File: src/hw/rtl/hbec_pkg.sv
// shared types, character codes and utf-8 helpers for the html byte codec
package hbec_pkg;

    localparam int unsigned RES_MAX = 5;

    localparam logic [20:0] MAX_CODE  = 21'h10FFFF;
    localparam logic [20:0] REPL_CHAR = 21'h00FFFD;
    localparam logic [20:0] SURR_LO   = 21'h00D800;
    localparam logic [20:0] SURR_HI   = 21'h00DFFF;

    localparam logic [7:0] CH_AMP   = 8'h26;
    localparam logic [7:0] CH_LT    = 8'h3C;
    localparam logic [7:0] CH_GT    = 8'h3E;
    localparam logic [7:0] CH_QUOT  = 8'h22;
    localparam logic [7:0] CH_APOS  = 8'h27;
    localparam logic [7:0] CH_HASH  = 8'h23;
    localparam logic [7:0] CH_SEMI  = 8'h3B;
    localparam logic [7:0] CH_X_LO  = 8'h78;
    localparam logic [7:0] CH_X_UP  = 8'h58;

    typedef struct packed {
        logic [RES_MAX-1:0][7:0] bytes;
        logic [2:0]              cnt;
        logic                    last;
    } t_res;

    typedef struct packed {
        logic [3:0][7:0] b;
        logic [2:0]      len;
    } t_utf8;

    function automatic logic [15:0] cp1252_hi(input logic [4:0] idx);
        logic [15:0] r;
        case (idx)
            5'd0:  r = 16'h20AC;  5'd1:  r = 16'h0081;  5'd2:  r = 16'h201A;
            5'd3:  r = 16'h0192;  5'd4:  r = 16'h201E;  5'd5:  r = 16'h2026;
            5'd6:  r = 16'h2020;  5'd7:  r = 16'h2021;  5'd8:  r = 16'h02C6;
            5'd9:  r = 16'h2030;  5'd10: r = 16'h0160;  5'd11: r = 16'h2039;
            5'd12: r = 16'h0152;  5'd13: r = 16'h008D;  5'd14: r = 16'h017D;
            5'd15: r = 16'h008F;  5'd16: r = 16'h0090;  5'd17: r = 16'h2018;
            5'd18: r = 16'h2019;  5'd19: r = 16'h201C;  5'd20: r = 16'h201D;
            5'd21: r = 16'h2022;  5'd22: r = 16'h2013;  5'd23: r = 16'h2014;
            5'd24: r = 16'h02DC;  5'd25: r = 16'h2122;  5'd26: r = 16'h0161;
            5'd27: r = 16'h203A;  5'd28: r = 16'h0153;  5'd29: r = 16'h009D;
            5'd30: r = 16'h017E;  5'd31: r = 16'h0178;
            default: r = 16'h0000;
        endcase
        return r;
    endfunction

    function automatic t_utf8 utf8_encode(input logic [20:0] v_in, input logic ovf);
        logic [20:0] v;
        t_utf8       e;
        v = ovf ? REPL_CHAR : v_in;
        if (v >= 21'h80 && v <= 21'h9F) begin
            v = {5'd0, cp1252_hi(v[4:0])};
        end
        if (v == 21'd0 || v > MAX_CODE || (v >= SURR_LO && v <= SURR_HI)) begin
            v = REPL_CHAR;
        end
        e.b = '0;
        if (v <= 21'h7F) begin
            e.b[0] = v[7:0];
            e.len  = 3'd1;
        end else if (v <= 21'h7FF) begin
            e.b[0] = {3'b110, v[10:6]};
            e.b[1] = {2'b10, v[5:0]};
            e.len  = 3'd2;
        end else if (v <= 21'hFFFF) begin
            e.b[0] = {4'b1110, v[15:12]};
            e.b[1] = {2'b10, v[11:6]};
            e.b[2] = {2'b10, v[5:0]};
            e.len  = 3'd3;
        end else begin
            e.b[0] = {5'b11110, v[20:18]};
            e.b[1] = {2'b10, v[17:12]};
            e.b[2] = {2'b10, v[11:6]};
            e.b[3] = {2'b10, v[5:0]};
            e.len  = 3'd4;
        end
        return e;
    endfunction

endpackage

File: src/hw/rtl/hbec_core.sv
// input register, reference decoder state and per-byte result builder
module hbec_core import hbec_pkg::*; (
    input  logic       i_clk,
    input  logic       i_rst_n,
    input  logic       i_dir,
    input  logic       i_cfg_wr,
    input  logic       i_in_valid,
    output logic       o_in_ready,
    input  logic [7:0] i_in_byte,
    input  logic       i_in_last,
    input  logic       i_res_free,
    output logic       o_res_valid,
    output t_res       o_res
);

    typedef enum logic [2:0] {
        PH_IDLE   = 3'd0,
        PH_AMP    = 3'd1,
        PH_HASH   = 3'd2,
        PH_HEX_LO = 3'd3,
        PH_DIGITS = 3'd4,
        PH_HEX_UP = 3'd5
    } t_phase;

    logic        r_in_valid;
    logic [7:0]  r_in_byte;
    logic        r_in_last;

    t_phase      r_phase, n_phase;
    logic        r_hex, n_hex;
    logic [20:0] r_code, n_code;
    logic        r_ovf, n_ovf;
    logic        r_seen, n_seen;

    logic        take;
    logic        is_dec, is_hex, in_radix;
    logic [3:0]  dval;
    logic [25:0] prod, sum;
    logic [20:0] upd_code;
    logic        upd_ovf;
    logic        use_cur;
    t_utf8       enc;

    logic [RES_MAX-1:0][7:0] a_b;
    logic [2:0]              a_len;
    logic                    mid_len;
    logic [3:0][7:0]         c_b;
    logic [2:0]              c_len;
    logic                    do_take, rerun;
    logic [3:0]              total;

    assign take        = r_in_valid && i_res_free;
    assign o_in_ready  = !r_in_valid || i_res_free;
    assign o_res_valid = take;

    // digit classification
    always_comb begin
        is_dec = (r_in_byte >= "0") && (r_in_byte <= "9");
        is_hex = is_dec || ((r_in_byte >= "a") && (r_in_byte <= "f"))
                        || ((r_in_byte >= "A") && (r_in_byte <= "F"));
        if (is_dec) begin
            dval = 4'(r_in_byte - "0");
        end else if (r_in_byte >= "a") begin
            dval = 4'(r_in_byte - "a" + 8'd10);
        end else begin
            dval = 4'(r_in_byte - "A" + 8'd10);
        end
        in_radix = r_hex ? is_hex : is_dec;
    end

    // accumulate one digit
    always_comb begin
        prod = r_hex ? {1'b0, r_code, 4'b0}
                     : ({2'b0, r_code, 3'b0} + {4'b0, r_code, 1'b0});
        sum  = prod + {22'd0, dval};
        upd_code = r_code;
        upd_ovf  = r_ovf;
        if (!r_ovf) begin
            if (sum > {5'd0, MAX_CODE}) begin
                upd_ovf = 1'b1;
            end else begin
                upd_code = sum[20:0];
            end
        end
    end

    assign use_cur = (r_phase == PH_DIGITS) && !in_radix;
    assign enc     = use_cur ? utf8_encode(r_code, r_ovf) : utf8_encode(upd_code, upd_ovf);

    always_comb begin
        a_b     = '0;
        a_len   = 3'd0;
        mid_len = 1'b0;
        c_b     = '0;
        c_len   = 3'd0;
        do_take = 1'b0;
        rerun   = 1'b0;
        n_phase = r_phase;
        n_hex   = r_hex;
        n_code  = r_code;
        n_ovf   = r_ovf;
        n_seen  = r_seen;

        if (!i_dir) begin
            case (r_in_byte)
                CH_AMP: begin
                    a_b = {";", "p", "m", "a", "&"};    a_len = 3'd5;
                end
                CH_LT: begin
                    a_b = {8'h00, ";", "t", "l", "&"};  a_len = 3'd4;
                end
                CH_GT: begin
                    a_b = {8'h00, ";", "t", "g", "&"};  a_len = 3'd4;
                end
                CH_QUOT: begin
                    a_b = {";", "4", "3", "#", "&"};    a_len = 3'd5;
                end
                CH_APOS: begin
                    a_b = {";", "9", "3", "#", "&"};    a_len = 3'd5;
                end
                default: begin
                    mid_len = 1'b1;
                end
            endcase
        end else begin
            case (r_phase)
                PH_AMP: begin
                    if (r_in_byte == CH_HASH) begin
                        n_phase = PH_HASH;
                    end else begin
                        a_b[0] = CH_AMP;  a_len = 3'd1;
                        rerun  = 1'b1;
                    end
                end
                PH_HASH: begin
                    if (r_in_byte == CH_X_LO || r_in_byte == CH_X_UP) begin
                        n_hex   = 1'b1;
                        n_phase = (r_in_byte == CH_X_LO) ? PH_HEX_LO : PH_HEX_UP;
                    end else if (is_dec) begin
                        do_take = 1'b1;
                    end else begin
                        a_b[0] = CH_AMP;  a_b[1] = CH_HASH;  a_len = 3'd2;
                        rerun  = 1'b1;
                    end
                end
                PH_HEX_LO, PH_HEX_UP: begin
                    if (is_hex) begin
                        do_take = 1'b1;
                    end else begin
                        a_b[0] = CH_AMP;
                        a_b[1] = CH_HASH;
                        a_b[2] = (r_phase == PH_HEX_LO) ? CH_X_LO : CH_X_UP;
                        a_len  = 3'd3;
                        rerun  = 1'b1;
                    end
                end
                PH_DIGITS: begin
                    if (in_radix) begin
                        do_take = 1'b1;
                    end else begin
                        a_b[3:0] = enc.b;
                        a_len    = enc.len;
                        n_phase  = PH_IDLE;
                        n_hex    = 1'b0;
                        n_code   = '0;
                        n_ovf    = 1'b0;
                        n_seen   = 1'b0;
                        rerun    = (r_in_byte != CH_SEMI);
                    end
                end
                default: begin
                    rerun = 1'b1;
                end
            endcase

            if (do_take) begin
                n_seen  = 1'b1;
                n_phase = PH_DIGITS;
                n_code  = upd_code;
                n_ovf   = upd_ovf;
            end

            if (rerun) begin
                n_hex  = 1'b0;
                n_code = '0;
                n_ovf  = 1'b0;
                n_seen = 1'b0;
                if (r_in_byte == CH_AMP) begin
                    n_phase = PH_AMP;
                end else begin
                    n_phase = PH_IDLE;
                    mid_len = 1'b1;
                end
            end

            // end of string flushes what is pending
            if (r_in_last) begin
                case (n_phase)
                    PH_AMP: begin
                        c_b[0] = CH_AMP;  c_len = 3'd1;
                    end
                    PH_HASH: begin
                        c_b[0] = CH_AMP;  c_b[1] = CH_HASH;  c_len = 3'd2;
                    end
                    PH_HEX_LO: begin
                        c_b[0] = CH_AMP;  c_b[1] = CH_HASH;  c_b[2] = CH_X_LO;
                        c_len  = 3'd3;
                    end
                    PH_HEX_UP: begin
                        c_b[0] = CH_AMP;  c_b[1] = CH_HASH;  c_b[2] = CH_X_UP;
                        c_len  = 3'd3;
                    end
                    PH_DIGITS: begin
                        c_b   = enc.b;
                        c_len = enc.len;
                    end
                    default: begin
                        c_len = 3'd0;
                    end
                endcase
                n_phase = PH_IDLE;
                n_hex   = 1'b0;
                n_code  = '0;
                n_ovf   = 1'b0;
                n_seen  = 1'b0;
            end
        end
    end

    // pack prefix, literal byte and flush text into the result lanes
    always_comb begin
        logic [3:0] idx;
        logic [3:0] k;
        total = {1'b0, a_len} + {3'd0, mid_len} + {1'b0, c_len};
        for (int i = 0; i < RES_MAX; i++) begin
            idx = 4'(i);
            k   = idx - {1'b0, a_len} - {3'd0, mid_len};
            if (idx < {1'b0, a_len}) begin
                o_res.bytes[i] = a_b[idx[2:0]];
            end else if (idx < ({1'b0, a_len} + {3'd0, mid_len})) begin
                o_res.bytes[i] = r_in_byte;
            end else begin
                o_res.bytes[i] = c_b[k[1:0]];
            end
        end
        o_res.cnt  = (total > 4'(RES_MAX)) ? 3'(RES_MAX) : total[2:0];
        o_res.last = r_in_last;
    end

    always_ff @(posedge i_clk) begin
        if (!i_rst_n) begin
            r_in_valid <= 1'b0;
            r_phase    <= PH_IDLE;
            r_hex      <= 1'b0;
            r_code     <= '0;
            r_ovf      <= 1'b0;
            r_seen     <= 1'b0;
        end else begin
            if (o_in_ready) begin
                r_in_valid <= i_in_valid;
            end
            if (i_cfg_wr) begin
                r_phase <= PH_IDLE;
                r_hex   <= 1'b0;
                r_code  <= '0;
                r_ovf   <= 1'b0;
                r_seen  <= 1'b0;
            end else if (take) begin
                r_phase <= n_phase;
                r_hex   <= n_hex;
                r_code  <= n_code;
                r_ovf   <= n_ovf;
                r_seen  <= n_seen;
            end
        end
    end

    always_ff @(posedge i_clk) begin
        if (o_in_ready && i_in_valid) begin
            r_in_byte <= i_in_byte;
            r_in_last <= i_in_last;
        end
    end

endmodule

File: src/hw/rtl/hbec_out.sv
// result register that sends the bytes of one step one per transfer
module hbec_out import hbec_pkg::*; (
    input  logic       i_clk,
    input  logic       i_rst_n,
    input  logic       i_res_valid,
    input  t_res       i_res,
    output logic       o_res_free,
    output logic       o_out_valid,
    input  logic       i_out_ready,
    output logic [7:0] o_out_byte,
    output logic       o_out_last,
    output logic       o_out_end
);

    logic [RES_MAX-1:0][7:0] r_bytes;
    logic [2:0]              r_left;
    logic                    r_end;

    assign o_out_valid = (r_left != 3'd0);
    assign o_out_byte  = r_bytes[0];
    assign o_out_last  = (r_left == 3'd1);
    assign o_out_end   = (r_left == 3'd1) && r_end;
    assign o_res_free  = (r_left == 3'd0) || ((r_left == 3'd1) && i_out_ready);

    always_ff @(posedge i_clk) begin
        if (!i_rst_n) begin
            r_left <= 3'd0;
        end else if (i_res_valid) begin
            r_left <= i_res.cnt;
        end else if (o_out_valid && i_out_ready) begin
            r_left <= r_left - 3'd1;
        end
    end

    always_ff @(posedge i_clk) begin
        if (i_res_valid) begin
            r_bytes <= i_res.bytes;
            r_end   <= i_res.last;
        end else if (o_out_valid && i_out_ready) begin
            r_bytes <= {8'h00, r_bytes[RES_MAX-1:1]};
        end
    end

endmodule

File: src/hw/rtl/html_byte_escape_codec_top.sv
// top level of the html byte escape / numeric reference decode codec
//
//   channel  dir  handshake                    payload
//   in       in   i_in_valid / o_in_ready      i_in_byte, i_in_last
//   out      out  o_out_valid / i_out_ready    o_out_byte, o_out_last, o_out_end
//   cfg      in   i_cfg_valid / o_cfg_ready    i_cfg_direction
//
// one input byte per cycle enters the input register while the result side is free,
// is decoded in one pass and lands in the result register; a step that yields n
// bytes holds that register until all n are sent, one per output transfer (0 to 5
// per input byte). output valid rises once a byte has passed both registers.
// synchronous reset clears direction to escape and drops any pending reference.
// a stalled output holds the result register and backs up into the input register.
module html_byte_escape_codec_top import hbec_pkg::*; (
    input  logic       i_clk,
    input  logic       i_rst_n,
    input  logic       i_in_valid,
    output logic       o_in_ready,
    input  logic [7:0] i_in_byte,
    input  logic       i_in_last,
    output logic       o_out_valid,
    input  logic       i_out_ready,
    output logic [7:0] o_out_byte,
    output logic       o_out_last,
    output logic       o_out_end,
    input  logic       i_cfg_valid,
    output logic       o_cfg_ready,
    input  logic       i_cfg_direction
);

    logic r_dir;
    logic cfg_wr;
    logic res_valid;
    logic res_free;
    t_res res;

    assign o_cfg_ready = 1'b1;
    assign cfg_wr      = i_cfg_valid && o_cfg_ready;

    always_ff @(posedge i_clk) begin
        if (!i_rst_n) begin
            r_dir <= 1'b0;
        end else if (cfg_wr) begin
            r_dir <= i_cfg_direction;
        end
    end

    hbec_core u_core (
        .i_clk       (i_clk),
        .i_rst_n     (i_rst_n),
        .i_dir       (r_dir),
        .i_cfg_wr    (cfg_wr),
        .i_in_valid  (i_in_valid),
        .o_in_ready  (o_in_ready),
        .i_in_byte   (i_in_byte),
        .i_in_last   (i_in_last),
        .i_res_free  (res_free),
        .o_res_valid (res_valid),
        .o_res       (res)
    );

    hbec_out u_out (
        .i_clk       (i_clk),
        .i_rst_n     (i_rst_n),
        .i_res_valid (res_valid),
        .i_res       (res),
        .o_res_free  (res_free),
        .o_out_valid (o_out_valid),
        .i_out_ready (i_out_ready),
        .o_out_byte  (o_out_byte),
        .o_out_last  (o_out_last),
        .o_out_end   (o_out_end)
    );

endmodule

File: config.mk
export PLATFORM = sky130hd
export DESIGN_NAME = html_byte_escape_codec_top
export DESIGN_NICKNAME = d
export VERILOG_FILES = /design/src/hw/rtl/hbec_pkg.sv /design/src/hw/rtl/hbec_core.sv /design/src/hw/rtl/hbec_out.sv /design/src/hw/rtl/html_byte_escape_codec_top.sv
export SDC_FILE = /design/constraint.sdc
export NUM_CORES = 1
export LEC_CHECK = 0
export ABC_AREA = 1
export BUFFER_PORTS_ARGS = -buffer_cell sky130_fd_sc_hd__buf_2
export CAP_MARGIN = 15
export CORE_ASPECT_RATIO = 1.25
export CORE_MARGIN = 4
export CORE_UTILIZATION = 41
export DETAILED_ROUTE_END_ITERATION = 12
export SYNTH_ARGS = -nofsm -noshare
export SYNTH_HDL_FRONTEND = slang
export SYNTH_HIERARCHICAL = 1
export SYNTH_SLANG_ARGS = --single-unit
File: constraint.sdc
create_clock -name i_clk -period 7.85 [get_ports i_clk]
set_input_delay 1.57 -clock i_clk [delete_from_list [all_inputs] [get_ports i_clk]]
set_output_delay 1.57 -clock i_clk [all_outputs]
set_load 0.005 [all_outputs]
==> run_results.csv <==
group,metric,value,unit
status,status,"completed",
yosys,ys_types,63,
clock_network,tritoncts,"yes",
detailed_routing,postRouteWirelength,50000,um
yosys,synth_common_cells,"735 x nand2_1, 307 x inv_1, 237 x nor2_1",
placed_design,hpwl,40200,um
critical_path,path_max_fanout,7,
global_route,grt_max_degree,48,
yosys,ys.flop_type,"edfxtp_1",
critical_path,cp-end-kind,"register",
timing,fin_worst_skew,15.9,ps
power_and_ir_drop,p_per_area,176,nW/um^2
timing,fmax,133,MHz
yosys,synthCells,2203,
critical_path,critical_path.top_delay_family,"simple AND/OR/NAND/NOR gates",
floorplanning,die_w,162,um
critical_path,path_common_cell,"nand2_2",
timing,hold_viol_final,0,
yosys,synth_most_common_cell,"nand2_1",
clock_network,insertion_delay,370,ps
timing,period_needed,7490,ps
floorplanning,die_area,32500,sq um
timing,worst_pin_slew,1100,ps
power_and_ir_drop,swShare,0.477,
clock_network,max-clock-path-buffers,2,
detailed_routing,vias,14800,
finish,nets,2344,
clock_network,cts.reportedPaths.clkPinSlew,70,ps
floorplanning,start_util,0.416,
clock_network,cts_made_buffers,9,
yosys,synth_top_area_frac,0.227,
worst_hold_path,holdCritPathClass,"register to register",
yosys,ys_seq_area_frac,0.174,
placed_design,io_buffers,26,
detailed_routing,drc,0,
power_and_ir_drop,clkPwrFrac,0.171,
floorplanning,ios,28,
floorplanning,core_region_area,29300,sq um
critical_path,path_buf_inv,6,
yosys,yosys-top-cells-area,"nand2_1 23%, edfxtp_1 12%, inv_1 9.5%",
critical_path,slowest_stage,"edfxtp_1",
finish,utilization,0.475,
timing,tns,0,ps
critical_path,max_stage_delay,440,ps
detailed_routing,first_iter_violations,1263,
yosys,synth_area_per_cell,5.52,sq um
yosys,synth_seq_cells,81,
power_and_ir_drop,power.total,2.45,mW
yosys,syn_area,12200,sq um
detailed_routing,wl_per_cell,18.7,um
critical_path,required,8150,ps
power_and_ir_drop,seqPwrFrac,0.275,
critical_path,cp-start-kind,"register",
yosys,syn-num-nets,2273,
detailed_routing,drtPass1Iterations,6,
finish,num_antenna_cells,0,
yosys,yosys.area.top_type,"nand2_1",
global_route,antenna_found_initial,0,
critical_path,crit_type,"register to register",
timing,setup_violations,0,
timing,maxSlewHeadroom,0.267,
finish,fill_cells,3268,
global_route,grt_pass1_wl,77000,um
clock_network,cts.sinks,81,
finish,syn2layout_area_growth,14.2,%
detailed_routing,via_per_inst,5.52,
floorplanning,dieHeight,201,um
power_and_ir_drop,leakage,7.13,nW
global_route,grt_pass1_vias,14000,
floorplanning,rows,70,
power_and_ir_drop,combPwrFrac,0.554,
critical_path,crit_arrival,7790,ps
yosys,synthArstFlopShare,0,
power_and_ir_drop,internal-power,1.28,mW
global_route,overflow,0,
placed_design,gp_routability_congestion,1.04,
timing,post-route-period-util,0.954,
power_and_ir_drop,netSwitchingPower,1.17,mW
timing,maxSlewViolCount,0,
finish,layout-drive-gt1-share,0.134,
global_route,grt_use_total,0.296,
detailed_routing,detail-route-antenna-nets,0,
flow_run,cap_violations,0,
clock_network,cts-root-buf,"clkbuf_16",
power_and_ir_drop,irDropWorstVdd,0.195,mV
timing,hold_slack,507,ps
clock_network,htreeDepth,3,
yosys,synth_edf_count,50,
yosys,synth_warnings,6,
==> per-layer routing <==
layer,part of all wire,vias up,global-route usage
li1,-,7261,-
met1,0.37,6723,0.331
met2,0.50,621,0.522
met3,0.051,173,0.0310
met4,0.080,0,0.206
met5,0,-,0
==> sequential cells by signal (all words and copies together), names as in the netlist <==
| register | flops |
|---|---|
| r_dir | 1 |
| u_core/r_code | 21 |
| u_core/r_hex | 1 |
| u_core/r_in_byte | 8 |
| u_core/r_in_last | 1 |
| u_core/r_in_valid | 1 |
| u_core/r_ovf | 1 |
| u_core/r_phase | 3 |
| u_out/o_out_byte | 8 |
| u_out/r_bytes | 32 |
| u_out/r_end | 1 |
| u_out/r_left | 3 |
==> power by group through the flow <==
| stage | clock network (mW) | logic, mW | registers (mW) |
|---|---|---|---|
| after CTS | 0.425 | 1.22 | 0.675 |
| final | 0.419 | 1.36 | 0.672 |
| after detailed placement | 0 | 1.22 | 0.684 |
| after floorplan | 0 | 0.890 | 0.669 |
| after global placement | 0 | 1.22 | 0.679 |
| after global routing | 0.443 | 1.49 | 0.683 |
==> cell type report <==
type,count,area (sq um),area share
clock inverter,7,53.8,0.00387
sequential,81,2120,0.153
tap,396,495,0.0357
clock buffer,9,225,0.0162
multi-input combinational,1717,8760,0.630
timing repair buffer,136,991,0.0713
inverter,329,1250,0.0897
==> worst reg2reg max path: cells and delay by family, from the launching register on <==
kind / cells / cell delay [ps]
and+or+nand+nor: 31 / 3400
AOI/OAI and AO/OA: 8 / 1280
buffers and inverters: 6 / 690
DFF: 1 / 440
adders and majority gates: 5 / 1100
xor gates and xnor gates: 3 / 500
==> per-stage QoR <==
stage	cells	setup slack (ps)	area, sq um
6_report	2675	358	13900
5_1_grt	2675	-159	13900
4_1_cts	2634	9.40	13200
3_5_place_dp	2618	-49.2	12900
3_3_place_gp	2618	121	12900
2_1_floorplan	2203	752	12200
==> path summary, 6_finish.rpt <==
check        slack (ps)                end                start  depth (start not counted)
max reg2reg         360    u_out/r_left[0]  u_core/r_in_byte[0]                         53
min reg2reg         510  u_core/r_in_valid    u_core/r_in_valid                          2
min                 510  u_core/r_in_valid    u_core/r_in_valid                          2
max                 360    u_out/r_left[0]  u_core/r_in_byte[0]                         53
==> logic make-up after synthesis <==
| logic type | share of synthesized area |
|---|---|
| simple gates | 0.473 |
| other cells | 0.000308 |
| buf+inv | 0.135 |
| flops | 0.174 |
| fa+ha+maj | 0.0584 |
| xor+xnor | 0.0137 |
| compound gates | 0.145 |
==> timing repair <==
item,4_1_cts,5_1_grt
buffers inserted,0,41
pin swaps,1,41
gates resized for setup,2,95
hold buffers,0,0
endpoints found under the hold margin,0,0
endpoints found under the setup margin,1,43
==> cell usage in the layout (no fill, tap or decap), drive strengths merged, types with 8 or more instances in the layout <==
cell type / netlist / layout
a21oi: 116 / 116
buf: 45 / 136
clkbuf: 31 / 9
dfxtp: 31 / 31
edfxtp: 50 / 50
ha: 52 / 52
inv: 325 / 327
nand2: 748 / 748
nand3: 223 / 223
nand4: 48 / 48
nor2: 260 / 260
nor3: 30 / 30
nor4: 8 / 8
o211ai: 32 / 32
o21ai: 117 / 117
or2: 9 / 9
xor2: 14 / 14
Power figures use the tool's default switching activity.
